$ cat src/rtl/core/bfsa_pkg.sv
// ----------------------------------------------------------------------------
// bfsa_pkg
// Shared sizes, codes and types of the best-fit span allocator
// ----------------------------------------------------------------------------
package bfsa_pkg;

  // table geometry
  localparam int SPAN_SLOTS = 64;
  localparam int SLOT_W     = $clog2(SPAN_SLOTS);
  localparam int CNT_W      = SLOT_W + 1;

  // field widths
  localparam int OFF_W   = 40;
  localparam int SIZE_W  = 32;
  localparam int ENTRY_W = OFF_W + SIZE_W;

  // request codes
  typedef enum logic {
    FUNC_ALLOC = 1'b0,
    FUNC_FREE  = 1'b1
  } bfsa_func_e;

  // result status codes
  typedef enum logic [1:0] {
    STATUS_OK   = 2'd0,
    STATUS_FULL = 2'd1,
    STATUS_ZERO = 2'd2,
    STATUS_DUP  = 2'd3
  } bfsa_status_e;

  // sequencer states
  typedef enum logic [2:0] {
    ST_IDLE,
    ST_SCAN,
    ST_DECIDE,
    ST_RECHECK,
    ST_COMMIT,
    ST_DONE
  } bfsa_state_e;

  // compare unit flags for one table entry
  typedef struct packed {
    logic fits;
    logic same;
    logic better;
  } bfsa_cmp_t;

endpackage

$ cat src/rtl/core/bfsa_cmp.sv
// ----------------------------------------------------------------------------
// bfsa_cmp
// Shared compare unit: rates one table entry against the key and the best
// ----------------------------------------------------------------------------
module bfsa_cmp (
  input  logic [bfsa_pkg::OFF_W-1:0]  cand_start_i,
  input  logic [bfsa_pkg::SIZE_W-1:0] cand_len_i,
  input  logic [bfsa_pkg::OFF_W-1:0]  key_start_i,
  input  logic [bfsa_pkg::SIZE_W-1:0] key_len_i,
  input  logic [bfsa_pkg::OFF_W-1:0]  best_start_i,
  input  logic [bfsa_pkg::SIZE_W-1:0] best_len_i,
  output bfsa_pkg::bfsa_cmp_t         flags_o
);

  // entry large enough for the request
  assign flags_o.fits   = (cand_len_i >= key_len_i);
  // entry equal to the key span
  assign flags_o.same   = (cand_start_i == key_start_i) && (cand_len_i == key_len_i);
  // smaller than the best so far, ties to the lower offset
  assign flags_o.better = (cand_len_i < best_len_i) ||
                          ((cand_len_i == best_len_i) && (cand_start_i < best_start_i));

endmodule

$ cat config.mk
export PLATFORM = sky130hd
export DESIGN_NAME = bfsa_cmp
export DESIGN_NICKNAME = d
export VERILOG_FILES = /design/src/rtl/core/bfsa_pkg.sv /design/src/rtl/core/bfsa_cmp.sv
export SDC_FILE = /design/constraint.sdc
export NUM_CORES = 1
export LEC_CHECK = 0
export ABC_AREA = 1
export BUFFER_PORTS_ARGS = -buffer_cell sky130_fd_sc_hd__buf_2
export CAP_MARGIN = 15
export CORE_ASPECT_RATIO = 1.4
export CORE_MARGIN = 2
export CORE_UTILIZATION = 48
export DETAILED_ROUTE_END_ITERATION = 12
export GPL_TIMING_DRIVEN = 0
export PLACE_DENSITY = 0.9
export SYNTH_ARGS = -nofsm -noshare
export SYNTH_HDL_FRONTEND = slang
export SYNTH_SLANG_ARGS = --single-unit
$ cat constraint.sdc
create_clock -name vclk -period 2
set_input_delay 0.3 -clock vclk [all_inputs]
set_output_delay 0.3 -clock vclk [all_outputs]
set_load 0.02 [all_outputs]
**Word-level counts from Yosys, hierarchy flattened**

Index checks and enable logic that the tools add are counted.

- Order comparisons: 3
- Equal/unequal tests: 3
- Reduce and logical (&&, ||, !) cells: 3

Operator list:

| operator | count |
|---|---|
| $eq 32x32->1 | 2 |
| $eq 40x40->1 | 1 |
| $lt 40x40->1 | 1 |
| $ge 32x32->1 | 1 |
| $lt 32x32->1 | 1 |
| $logic_and 1x1->1 | 2 |
| $logic_or 1x1->1 | 1 |

- Register bits: 0

**Depth between registers and ports, before layout**

- Depth in word-level cells: 3
- Gate-level depth with buffers: 13

**Worst setup path before layout**

Ideal clock, no wire load.

- Path type: in2out
- Start point: in key_len_i[11] (netlist name)
- End point: out flags_o[1] (netlist name)
- Path slack: 266 ps
- Stages on the path: 10
- Arrival: 1434 ps
- Required time: 1700 ps
- Buffers on the path: 0
- Path through: inv_1 > ha_1 > nand2_1 > inv_2 > nand3_1 > nor2_2 > nand3_1 > nor3_1 > nand3_1 > nor2_1

RTL lines:

| element | RTL line | source |
|---|---|---|
| start: declaration | bfsa_cmp.sv:9 | `input logic [bfsa_pkg::SIZE_W-1:0] key_len_i,` |
| end: declaration | bfsa_cmp.sv:12 | `output bfsa_pkg::bfsa_cmp_t flags_o` |

==> metrics <==
WL final 13,400 um; IO Pins roughly 220; DRC 0; count leader, synth inv_1; crit-path max FO 2; CP Launch Type input pin; initial antenna violation count 1; largest area contributor in the netlist ha_1; Cell Area, Placed about 4500 um2; FMAX 0.489 GHz; setup ws final -45.7 ps; Cell Area, Synth 3270 um2; max-cap violation count 0; most used cell, CP nand2_1; # hold bufs at CTS 0; average routed wire per standard cell between 15 and 20 um; CP Cell Sequence buf_2 -> inv_2 -> ha_4 -> nand4_1 -> buf_4 -> a31oi_1 -> nor2_1 -> nand2_1 -> nand2_1 -> nand2_2 -> buf_6; core utilization of the finished layout about four fifths; top post-synthesis cells by count 128 x inv_1, 115 x nand2_1, 103 x ha_1; seq_cells 0; row cnt 35; core area 6610 um2; Synth top area share 39.4%; Final Hold Viols 0; Crit Path Category in -> out; element type at the critical path end output pin; Crit path buffers/inverters 4; post-synthesis sequential area ratio 0%; CP required 1700 ps; number of routed nets with antenna violations 0; RSZ-0062 raised after global routing yes; post-synth net total 854; synthesized instance count about 540; final setup fails 1; pwr dens 216 nW/um2; Worst VDD drop 0.132 mV; max incr delay on CP roughly 270 ps; # nets final 1,082; Detailed Place HPWL ~9400 um; minimum clock period 2050 ps; flip-flop and latch area 0 um2; final-report max-slew violation count 0; die area 7510 um2; Yosys cell types 25; Overall Global Routing Usage 25.5%; largest net degree at the start of global routing 4; Worst slew margin 79.2%; first-pass GRT wire length 15,500 um; Crit path max-delay family simple AND/OR/NAND/NOR gates; Starting Density just under 50%; Tightest Hold Check Type in -> out; detail-routed via count per cell 5.20; Die Height a little over 100 um; DR vias 4,444; cell area after layout 5300 um2; violated checks setup timing; Placer Congestion between 0.8 and 0.9; largest cells by area after synthesis ha_1 39%, inv_1 15%, nand2_1 13%; DRT iter0 DRCs 226; grt ovf 0; Ys Warns 0; Tightest Pin Transition 310 ps; Filler cells 405; drt pass-1 iters 5; PortBufs 219; Die X 73.8 um; vias in the first global route 4,087; Critical Path AT 1750 ps; Area growth, synth to finish 61.8%; outcome complete, but fails checks; Tcrit/Tclk final 102%; share of cells above drive strength 1 between 40% and 50%; Mean Syn Cell Area around 6 um2; P_leak 0.00301 uW; Clock buffer cells 0; CP max-delay cell ha_4
==> worst min-delay path, cell delays in order <==
cell and delay [ps]:
buf_2 90, xnor2_1 70, nand4_1 60, nor2_1 40, nand3_1 70, nor2_1 50, buf_4 150
==> stage by stage <==
| stage | instances | TNS, ps | setup slack (ps) | hold WS (ps) | power [uW] |
|---|---|---|---|---|---|
| after global placement | 846 | -76.9 | -45.8 | 1110 | 815 |
| after global routing | 853 | -267 | -99.3 | 1180 | 1260 |
| after detailed placement | 846 | -126 | -68.2 | 1110 | 855 |
| final | 854 | -45.7 | -45.7 | 1110 | 1140 |
| after CTS | 848 | -12.4 | -7.36 | 1110 | 875 |
| after floorplan | 535 | 0 | 266 | 875 | 478 |
==> cell families after synthesis <==
kind of cell | Yosys count | synth area share (%)
AOI/OAI and AO/OA | 65 | 10.6
buffers and inverters | 137 | 15.7
adders and majority gates | 103 | 39.4
and+or+nand+nor | 195 | 25.0
xor gates and xnor gates | 35 | 9.36
==> report_power, final <==
group | leakage (uW) | switching, uW | internal (uW) | total, uW
sequential | 0 | 0 | 0 | 0
combinational | 0.00301 | 586 | 556 | 1140
clock | 0.00000000634 | 0 | 0.0000668 | 0.0000668
total | 0.00301 | 586 | 556 | 1140
==> area by class of cell <==
type,instances,area (um2),share of cell area (%)
Multi-Input combinational cell,398,3410,64.5
Timing Repair Buffer,226,1250,23.6
Inverter,137,514,9.71
Tap cell,92,115,2.17
Antenna cell,1,2.50,0.0472
==> cell usage in the layout (no fill, tap or decap), types with 8 or more instances in the layout <==
cell type and count:
buf_2 202, inv_1 105, nand2_1 90, ha_1 67
a21oi_1 41, ha_4 36, xnor2_1 34, inv_2 30
nor2_1 30, nand2_2 23, nand4_1 12, buf_6 12
nand3_1 10, nor2_2 10, buf_4 10, o21ai_0 8
==> repair_timing <==
| action | in CTS | in global routing |
|---|---|---|
| cloned | 0 | 0 |
| buffers inserted | 2 | 5 |
| pin swaps | 6 | 50 |
| endpoints found under the setup margin | 2 | 3 |
| gates resized for setup | 13 | 136 |
==> metal layers <==
metal	wire length [um]	global-route usage [%]
met1	4310	22.3
met2	7120	53.2
met3	1060	3.48
met4	870	12.9
met5	0	0
==> path summary, 6_finish.rpt <==
check	start	end	slack [ps]	cells after the start
max	key_len_i[12]	flags_o[2]	-50	11
min	key_start_i[6]	flags_o[1]	1110	7
(Power assumes the default switching activity.)
