<file path="src/rtl/core/bfsa_ram.sv">
// ----------------------------------------------------------------------------
// bfsa_ram
// Generic single-write, single-read RAM with registered read data
// ----------------------------------------------------------------------------
module bfsa_ram #(
  parameter int WIDTH = 8,
  parameter int DEPTH = 16
) (
  input  logic                     clk_i,
  input  logic                     we_i,
  input  logic [$clog2(DEPTH)-1:0] waddr_i,
  input  logic [WIDTH-1:0]         wdata_i,
  input  logic [$clog2(DEPTH)-1:0] raddr_i,
  output logic [WIDTH-1:0]         rdata_o
);

  logic [WIDTH-1:0] mem_q [DEPTH];

  // write port
  always_ff @(posedge clk_i) begin
    if (we_i) begin
      mem_q[waddr_i] <= wdata_i;
    end
  end

  // registered read port
  always_ff @(posedge clk_i) begin
    rdata_o <= mem_q[raddr_i];
  end

endmodule

</file>
<file path="config.mk">
export PLATFORM = sky130hd
export DESIGN_NAME = bfsa_ram
export DESIGN_NICKNAME = d
export VERILOG_FILES = /design/src/rtl/core/bfsa_ram.sv
export SDC_FILE = /design/constraint.sdc
export NUM_CORES = 1
export LEC_CHECK = 0
export ABC_AREA = 1
export BUFFER_PORTS_ARGS = -buffer_cell sky130_fd_sc_hd__buf_2
export CAP_MARGIN = 10
export CORE_ASPECT_RATIO = 1.5
export CORE_MARGIN = 2
export CORE_UTILIZATION = 47
export CTS_BUF_LIST = sky130_fd_sc_hd__clkbuf_4
export CTS_CLUSTER_SIZE = 8
export DETAILED_ROUTE_END_ITERATION = 10
export PLACE_DENSITY_LB_ADDON = 0.2
export SLEW_MARGIN = 20
export SYNTH_ARGS = -nofsm -noshare
export SYNTH_HDL_FRONTEND = slang
export SYNTH_SLANG_ARGS = --single-unit
</file>
<file path="constraint.sdc">
create_clock -name clk_i -period 1.4 [get_ports clk_i]
set_clock_uncertainty 0.05 [all_clocks]
set_input_delay 0.21 -clock clk_i [delete_from_list [all_inputs] [get_ports clk_i]]
set_output_delay 0.21 -clock clk_i [all_outputs]
set_load 0.01 [all_outputs]
</file>
* Word-level counts from Yosys, hierarchy flattened
Memory sizes are Yosys's and may differ from the RTL's. A register that Yosys moved wholly into a read port is not among the register bits.
Index checks and enable logic that the tools add are counted.
** Word-level totals
- Bits in latches :: 0
- Input bits :: 18
- Register bits after elaboration :: 0
- Memory bits (writable) :: 128
- Memories kept :: 1
- Bits in read-only memories :: 0
- Word-level logic and storage cells :: 3
- Output and inout bits :: 8
** Memory list
- mem_q :: words 16, bits a word 8, rd ports 1, clocked after memory_dff 1, write ports 1, line 17 : logic [WIDTH-1:0] mem_q [DEPTH];
** Operators by class
- Magnitude comparators :: 0
- Add/subtract/negate cells :: 0
- Mux-type cells :: 2
- Multiply operators :: 0
- Divide/modulo/power cells :: 0
- Reductions and logical operators :: 0
- Equal/unequal tests :: 0
- Shift operators :: 0
- Bitwise logic cells :: 0
** Operators with widths (count)
- 1-bit two-way mux :: 2

* Logic depth before layout (Yosys ltp)
Gate-level depths: netlist of run 1.
- Depth in word-level cells :: 2
- Depth in mapped cells :: 8
- Mapped depth without buffers :: 7

* Least setup slack after synthesis of run 1
OpenSTA, ideal clock, no wires.
- Kind :: input port to flip-flop
- Start point :: in waddr_i[2]
- End point :: mem mem_q[10][0], enable pin
- Library setup time :: 0.370 ns
- Arrival time :: 0.791 ns
- Buffers on the path :: 0
- Cell stages on the path :: 2
- Path slack :: 0.189 ns
- Required time :: 0.980 ns
- Cells stage by stage :: nand3b_1 -> nor2_1
** RTL lines
- start, declared :: line 11 : input logic [$clog2(DEPTH)-1:0] waddr_i,
- end, declared :: line 17
Straight into the memory's write port.

* Final worst setup path of run 1
- Start point :: reg rdata_o[1], read port of mem_q
- End point :: out rdata_o[1]
** RTL lines
- start, declared :: line 14 : output logic [WIDTH-1:0] rdata_o
No word-level cell between the ends.

==> out/metrics.yaml, run 1 <==
postSynthRegisterBits: 136
netlist_instances: 551
most_frequent_standard_cell_in_the_layout_excluding_fill_and_tap_cells: "nand2_1"
critical_path.startpoint: "rdata_o[1]$_DFF_P_"
peakVddDrop_mv: 0.6156
area_growth_pct: 12.93
fmaxAchievable_mhz: 766.1
drc: 0
critical_path.max_fanout: 1
fill_cells: 1070
synthesis.nets: 569
dpl_cell_area_mm2: 0.006180
grt_util_met1_pct: 26.32
h_tree_levels: 4
core_area_mm2: 0.01196
synth_xor_xnor_area_share_pct: 0
layout-drive-gt1-share_pct: 13.28
finalSetupViolations: 0
drt_pre_antenna_iters: 5
synth-compound-area-share_pct: 0
globalRoute.busiestLayer: "met2"
worstPathRequired_ns: 1.14
tritoncts_clock_tree: "done"
weighted_congestion_reported_at_the_end_of_routability_driven_placement: 0.8469
final_area_mm2: 0.006513
cpMaxStageDelayCell: "dfxtp_1"
groute.usage.overall_pct: 21.19
critPathBufInv: 1
ctsResizeCount: 0
preCtsSetupSlack_ns: 0.03400
final_critical_path_setup_slack_ns: 0.09471
area_of_combinational_cells_with_multiple_inputs_mm2: 0.001214
max_transition_viols_final: 0
cp_slowest_stage_delay_ns: 0.39
die_w_um: 94.44
cts_buffer_depth: 2
cp_data_arrival_time_ns: 1.05
timing.hold.worst.class: "primary input to flop"
num-nets-final: 615
cts-root-buf: "clkbuf_4"
antenna_found_initial: 1
clock_sink_count: 136
critPathKind: "flop to primary output"
timing_worst_slew_pin_value_ns: 0.3704
synth_mux_area_share_pct: 0
io_buffers: 25
worstReg2RegStart: "mem_q[1][7]$_DFFE_PP_"
post_synth_and_or_nand_nor_area_fraction_pct: 21.05
crit_family: "flip-flops"
max_slew_margin_pct: 75.31
netlist-cell-type-count: 12
number_of_top_level_pins: 26
use_met2_pct: 34.70
via_per_inst: 4.958
syn-mean-instance-area_um2: 10.47
worst_setup_path_end_kind: "primary output"
status: "complete, no violations"
fin_crit_sh_pct: 93.24
dp.final_hpwl_mm: 8.233
area_share_of_fa_ha_maj_cells_after_synthesis_pct: 0
gr-total-overflow: 0
crit_path_start_kind: "flop"
post_cts_hold_buffers: 0
detailedRoute.firstIterationViolations: 307
die_h_um: 139.7
grt_setup_unrepaired: "false"
seqCellArea_mm2: 0.004004
detailroute.via_count: 3788
tns_ns: 0
die_area_mm2: 0.01319
yosys_warnings: 0
period_needed_ns: 1.305
syn_area_mm2: 0.005767
postCtsSetupBuffers: 0
clkSlewWorstSetupHoldPaths_ns: 0.12
largest_family_of_logic_cells_by_synthesized_area: "simple AND/OR/NAND/NOR gates"
grt_pass1_wl_mm: 20.17
ys_seq_area_share_pct: 69.43
timing.final.hold_violations: 0
effective_utilization_at_floorplan_pct: 48.24
post_drt_wl_per_cell_um: 16.74
grt_use_met3_pct: 4.440
number_of_buffers_created_by_cts: 17
power.leakage_nw: 2.842
power.density_cell_area_mw_per_mm2: 1226
grt_pass1_vias: 3726
max_cap_viols: 0
pin_count_of_the_biggest_net_entering_global_routing: 65
mostFrequentLayoutCells: "173 x nand2_1, 128 x edfxtp_1, 100 x inv_1"
clk-insertion-delay-late_ns: 0.51
core.rowCount: 49
hold_start: "wdata_i[3]"
antenna_violating_nets_post_route: 0
routed_wl_mm: 12.79
worstPathCellList: "buf_2"
routing by layer:
layer	vias up	routed length, µm
met3	23	531
met1	1790	5154
met2	110	6600
met4	0	501
li1	1865	-
met5	-	0
per-stage QoR:
stage,hold WS [ns],power (mW),std cells,util (%)
after global routing,0.003328,8.293,764,54.47
after global placement,0.5664,5.253,730,51.69
final,0.04916,7.984,764,54.47
after floorplan,0.2589,4.993,551,-
after CTS,0.002593,8.058,762,54.37
after detailed placement,0.5639,5.266,730,51.69
cell type report:
type / count / area share [%]
clock inverters: 13 / 2.728
clock buffers: 19 / 2.190
repair buffers: 51 / 6.110
flip-flops and latches: 136 / 61.48
diodes: 1 / 0.03842
inverters: 102 / 5.879
well taps: 153 / 2.939
multi-input cells: 289 / 18.64
flip-flops by register name (all words and copies together) (netlist names):
name and cells:
mem_q 128, rdata_o 8
kinds of logic after synthesis:
logic type             after synthesis
buffers and inverters              126
AND/OR/NAND/NOR                    289
flip-flops                         136
power by group:
| group | leakage [nW] | switching, mW | internal (mW) | total [mW] |
|---|---|---|---|---|
| clock network | 0.166 | 1.37 | 1.45 | 2.82 |
| logic | 1.45 | 0.404 | 0.191 | 0.595 |
| registers | 1.22 | 0.0296 | 4.54 | 4.57 |
| total | 2.84 | 1.80 | 6.18 | 7.98 |
cells in the mapped netlist:
cell / count / share of area, %
buf_6: 6 / 1.2
nand3b_1: 2 / 0.26
nand3_1: 97 / 8.4
dfxtp_1: 8 / 2.8
buf_4: 4 / 0.52
edfxtp_1: 128 / 67
buf_2: 13 / 1.1
buf_1: 1 / 0.065
inv_1: 100 / 6.5
nor2_1: 17 / 1.1
inv_2: 2 / 0.13
nand2_1: 173 / 11
path summary, 6_finish.rpt:
check,slack (ns),endpoint,cells past startpoint
max,0.09,rdata_o[1],1
min,0.05,mem_q[5][3]$_DFFE_PP_,1
max reg2reg,0.27,rdata_o[7]$_DFF_P_,6
min reg2reg,0.61,rdata_o[6]$_DFF_P_,6
Power figures use the tool's default switching activity.
==> run 2, diff against run 1 <==
--- a/config.mk
+++ b/config.mk
@@ -5,7 +5,6 @@
 export SDC_FILE = /design/constraint.sdc
 export NUM_CORES = 1
 export LEC_CHECK = 0
-export ABC_AREA = 1
 export BUFFER_PORTS_ARGS = -buffer_cell sky130_fd_sc_hd__buf_2
 export CAP_MARGIN = 10
 export CORE_ASPECT_RATIO = 1.5
==> run 2 against run 1 <==
  * Core utilization is 2.6 points higher
  * Combinational power is 19% lower
  * Clock power is 3% lower
  * Critical path depth is 2 higher
  * Via count is 34% lower
  * Sequential power hardly changed
==> out/metrics.yaml, run 2 <==
number_of_buffers_created_by_cts: 17
netlist_instances: 229
synthesis.nets: 247
max_cap_viols: 0
number_of_enable_flip_flop_cells_after_synthesis: 128
timing_worst_slew_pin_value_ns: 0.8779
period_needed_ns: 1.355
worst_setup_path_end_kind: "flop"
syn_area_mm2: 0.005147
die_area_mm2: 0.01182
post_drt_wl_per_cell_um: 21.37
grt_pass1_wl_mm: 14.88
synth_largest_type_area_fraction_pct: 74.67
drt_pre_antenna_iters: 4
core.rowCount: 46
status: "complete, no violations"
timing.hold.worst.class: "primary input to flop"
critPathKind: "flop to flop"
die_w_um: 89.45
reg.largest.list: "mem_q x128, rdata_o x8"
netlist-cell-type-count: 19
dp.final_hpwl_mm: 6.525
synth.area.top_cells: "edfxtp_1 75%, mux4_2 7.9%, mux4_1 7.1%"
detailedRoute.firstIterationViolations: 198
pin_count_of_the_biggest_net_entering_global_routing: 18
post-layout-total-power_mw: 7.785
number_of_top_level_pins: 26
peakVddDrop_mv: 0.5127
max_slew_margin_pct: 41.26
clock_sink_count: 136
area_growth_pct: 18.16
synthTopCellsByCount: "128 x edfxtp_1, 18 x mux4_2, 16 x a22oi_1"
postSynthRegisterBits: 136
power.leakage_nw: 2.065
core_area_mm2: 0.01065
layout-drive-gt1-share_pct: 36.62
power.density_cell_area_mw_per_mm2: 1280
async_reset_ff_share_pct: 0
max_transition_viols_final: 0
hold_start: "wdata_i[6]"
effective_utilization_at_floorplan_pct: 48.34
mostFrequentLayoutCells: "128 x edfxtp_1, 25 x buf_2, 25 x buf_4"
antenna_found_initial: 1
synth_top_area_cell: "edfxtp_1"
critical_path.max_fanout: 1
cts_buffer_depth: 2
whs_endpoint: "mem_q[9][6]$_DFFE_PP_"
regToRegEndpoint: "rdata_o[3]$_DFF_P_"
h_tree_levels: 4
num-nets-final: 319
worstPathRequired_ns: 1.75
most_frequent_standard_cell_in_the_layout_excluding_fill_and_tap_cells: "edfxtp_1"
hold_depth: 1
yosys_warnings: 0
groute.usage.overall_pct: 18.18
grt_setup_unrepaired: "false"
die_h_um: 132.2
clk-insertion-delay-late_ns: 0.51
top_reg_cell_synth: "edfxtp_1"
dpl_cell_area_mm2: 0.005689
routed_wl_mm: 9.807
via_per_inst: 5.453
cp_data_arrival_time_ns: 1.71
timing.final.hold_violations: 0
gr-total-overflow: 0
worstReg2RegStart: "mem_q[2][3]$_DFFE_PP_"
worst-r2r-setup-slack_ns: 0.04
crit_path_start_kind: "flop"
drc: 0
io_buffers: 25
antenna_violating_nets_post_route: 0
fin_crit_sh_pct: 96.81
registers.top_by_ff_count: "mem_q"
clkSlewWorstSetupHoldPaths_ns: 0.11
fmaxAchievable_mhz: 737.8
grt_pass1_vias: 2680
largest_register_ffs: 128
ys_seq_area_share_pct: 77.78
detailroute.via_count: 2503
cts-root-buf: "clkbuf_4"
worstRegToRegCells: 3
weighted_congestion_reported_at_the_end_of_routability_driven_placement: 0.7190
tritoncts_clock_tree: "done"
syn-mean-instance-area_um2: 22.48
finalSetupViolations: 0
synthMostInstantiatedCell: "edfxtp_1"
final_area_mm2: 0.006082
-- run 2: cell count changes after synthesis, sizes merged --
| cell | delta |
|---|---|
| mux4 | +32 |
| or3b | +1 |
| and2b | +1 |
| buf | -17 |
| nand2 | -164 |
| inv | -102 |
| nand3 | -96 |
| nor2b | +1 |
| nor3 | +4 |
| clkdlybuf4s25 | +3 |
| nand2b | +2 |
| and2 | +1 |
| nor2 | -4 |
| a22oi | +16 |
-- run 2: cell type report --
| class | count | area [µm²] |
|---|---|---|
| Sequential cell | 136 | 4004 |
| Tap cell | 144 | 180.2 |
| Multi-Input combinational cell | 83 | 1081 |
| Clock inverter | 15 | 183.9 |
| Clock buffer | 17 | 127.6 |
| Fill cell | 815 | 4566 |
| Timing Repair Buffer | 63 | 503.0 |
| Antenna cell | 1 | 2.502 |
-- run 2: how the worst max path moves through the flow --
stage                                  to  depth (start not counted)             startpoint  slack [ns]
floorplan           mem_q[3][0]$_DFFE_PP_                          2             waddr_i[2]       -0.13
global placement       rdata_o[0]$_DFF_P_                          6             raddr_i[0]       -0.27
detailed placement     rdata_o[0]$_DFF_P_                          6             raddr_i[0]       -0.24
CTS                    rdata_o[1]$_DFF_P_                          3  mem_q[1][1]$_DFFE_PP_       0.003
global route           rdata_o[3]$_DFF_P_                          3  mem_q[8][3]$_DFFE_PP_       0.002
finish                 rdata_o[3]$_DFF_P_                          3  mem_q[2][3]$_DFFE_PP_        0.04
-- run 2: kinds of logic after synthesis --
kind of cell    Yosys count  synth area share, %
flops                   136                77.78
simple gates             35                3.184
mux                      32                15.02
compound gates           16                2.334
buf+inv                  10                1.677
-- run 2: worst max-delay path, stage by stage (launching register included) --
cell and delay, ns:
edfxtp_1 0.39, mux4_2 0.49, a22oi_2 0.22, nand2_1 0.10
-- run 2: layer usage --
metal | global-route usage [%] | up-vias | routed length [µm]
met5 | 0 | - | 0
met4 | 7.877 | 0 | 282
met3 | 5.072 | 23 | 371
met2 | 29.59 | 71 | 5307
met1 | 22.49 | 1289 | 3846
li1 | - | 1120 | -
-- run 2: where the power goes --
part | switching (mW) | internal (mW)
registers | 0.0243 | 4.54
clock network | 1.34 | 1.39
logic | 0.256 | 0.228
total | 1.62 | 6.16
-- run 2: metrics by stage --
step	util [%]	hold slack [ns]	setup slack [ns]	TNS [ns]	std cells
finish	57.12	0.03438	0.04471	0	459
global route	57.12	0.002353	0.001809	0	459
CTS	56.98	0.0005137	0.002648	0	457
detailed placement	53.43	0.5581	-0.2448	-6.456	419
global placement	53.43	0.5389	-0.2704	-5.602	419
floorplan	-	0.2589	-0.1261	-3.903	229
-- run 2: what timing repair did --
action / 4_1_cts / 5_1_grt
endpoints found under the hold margin: 63 / 3
pin swaps: 0 / 1
endpoints found under the setup margin: 2 / 4
resized for setup: 3 / 4
hold buffers: 6 / 1
setup buffers: 0 / 0
cloned: 0 / 0
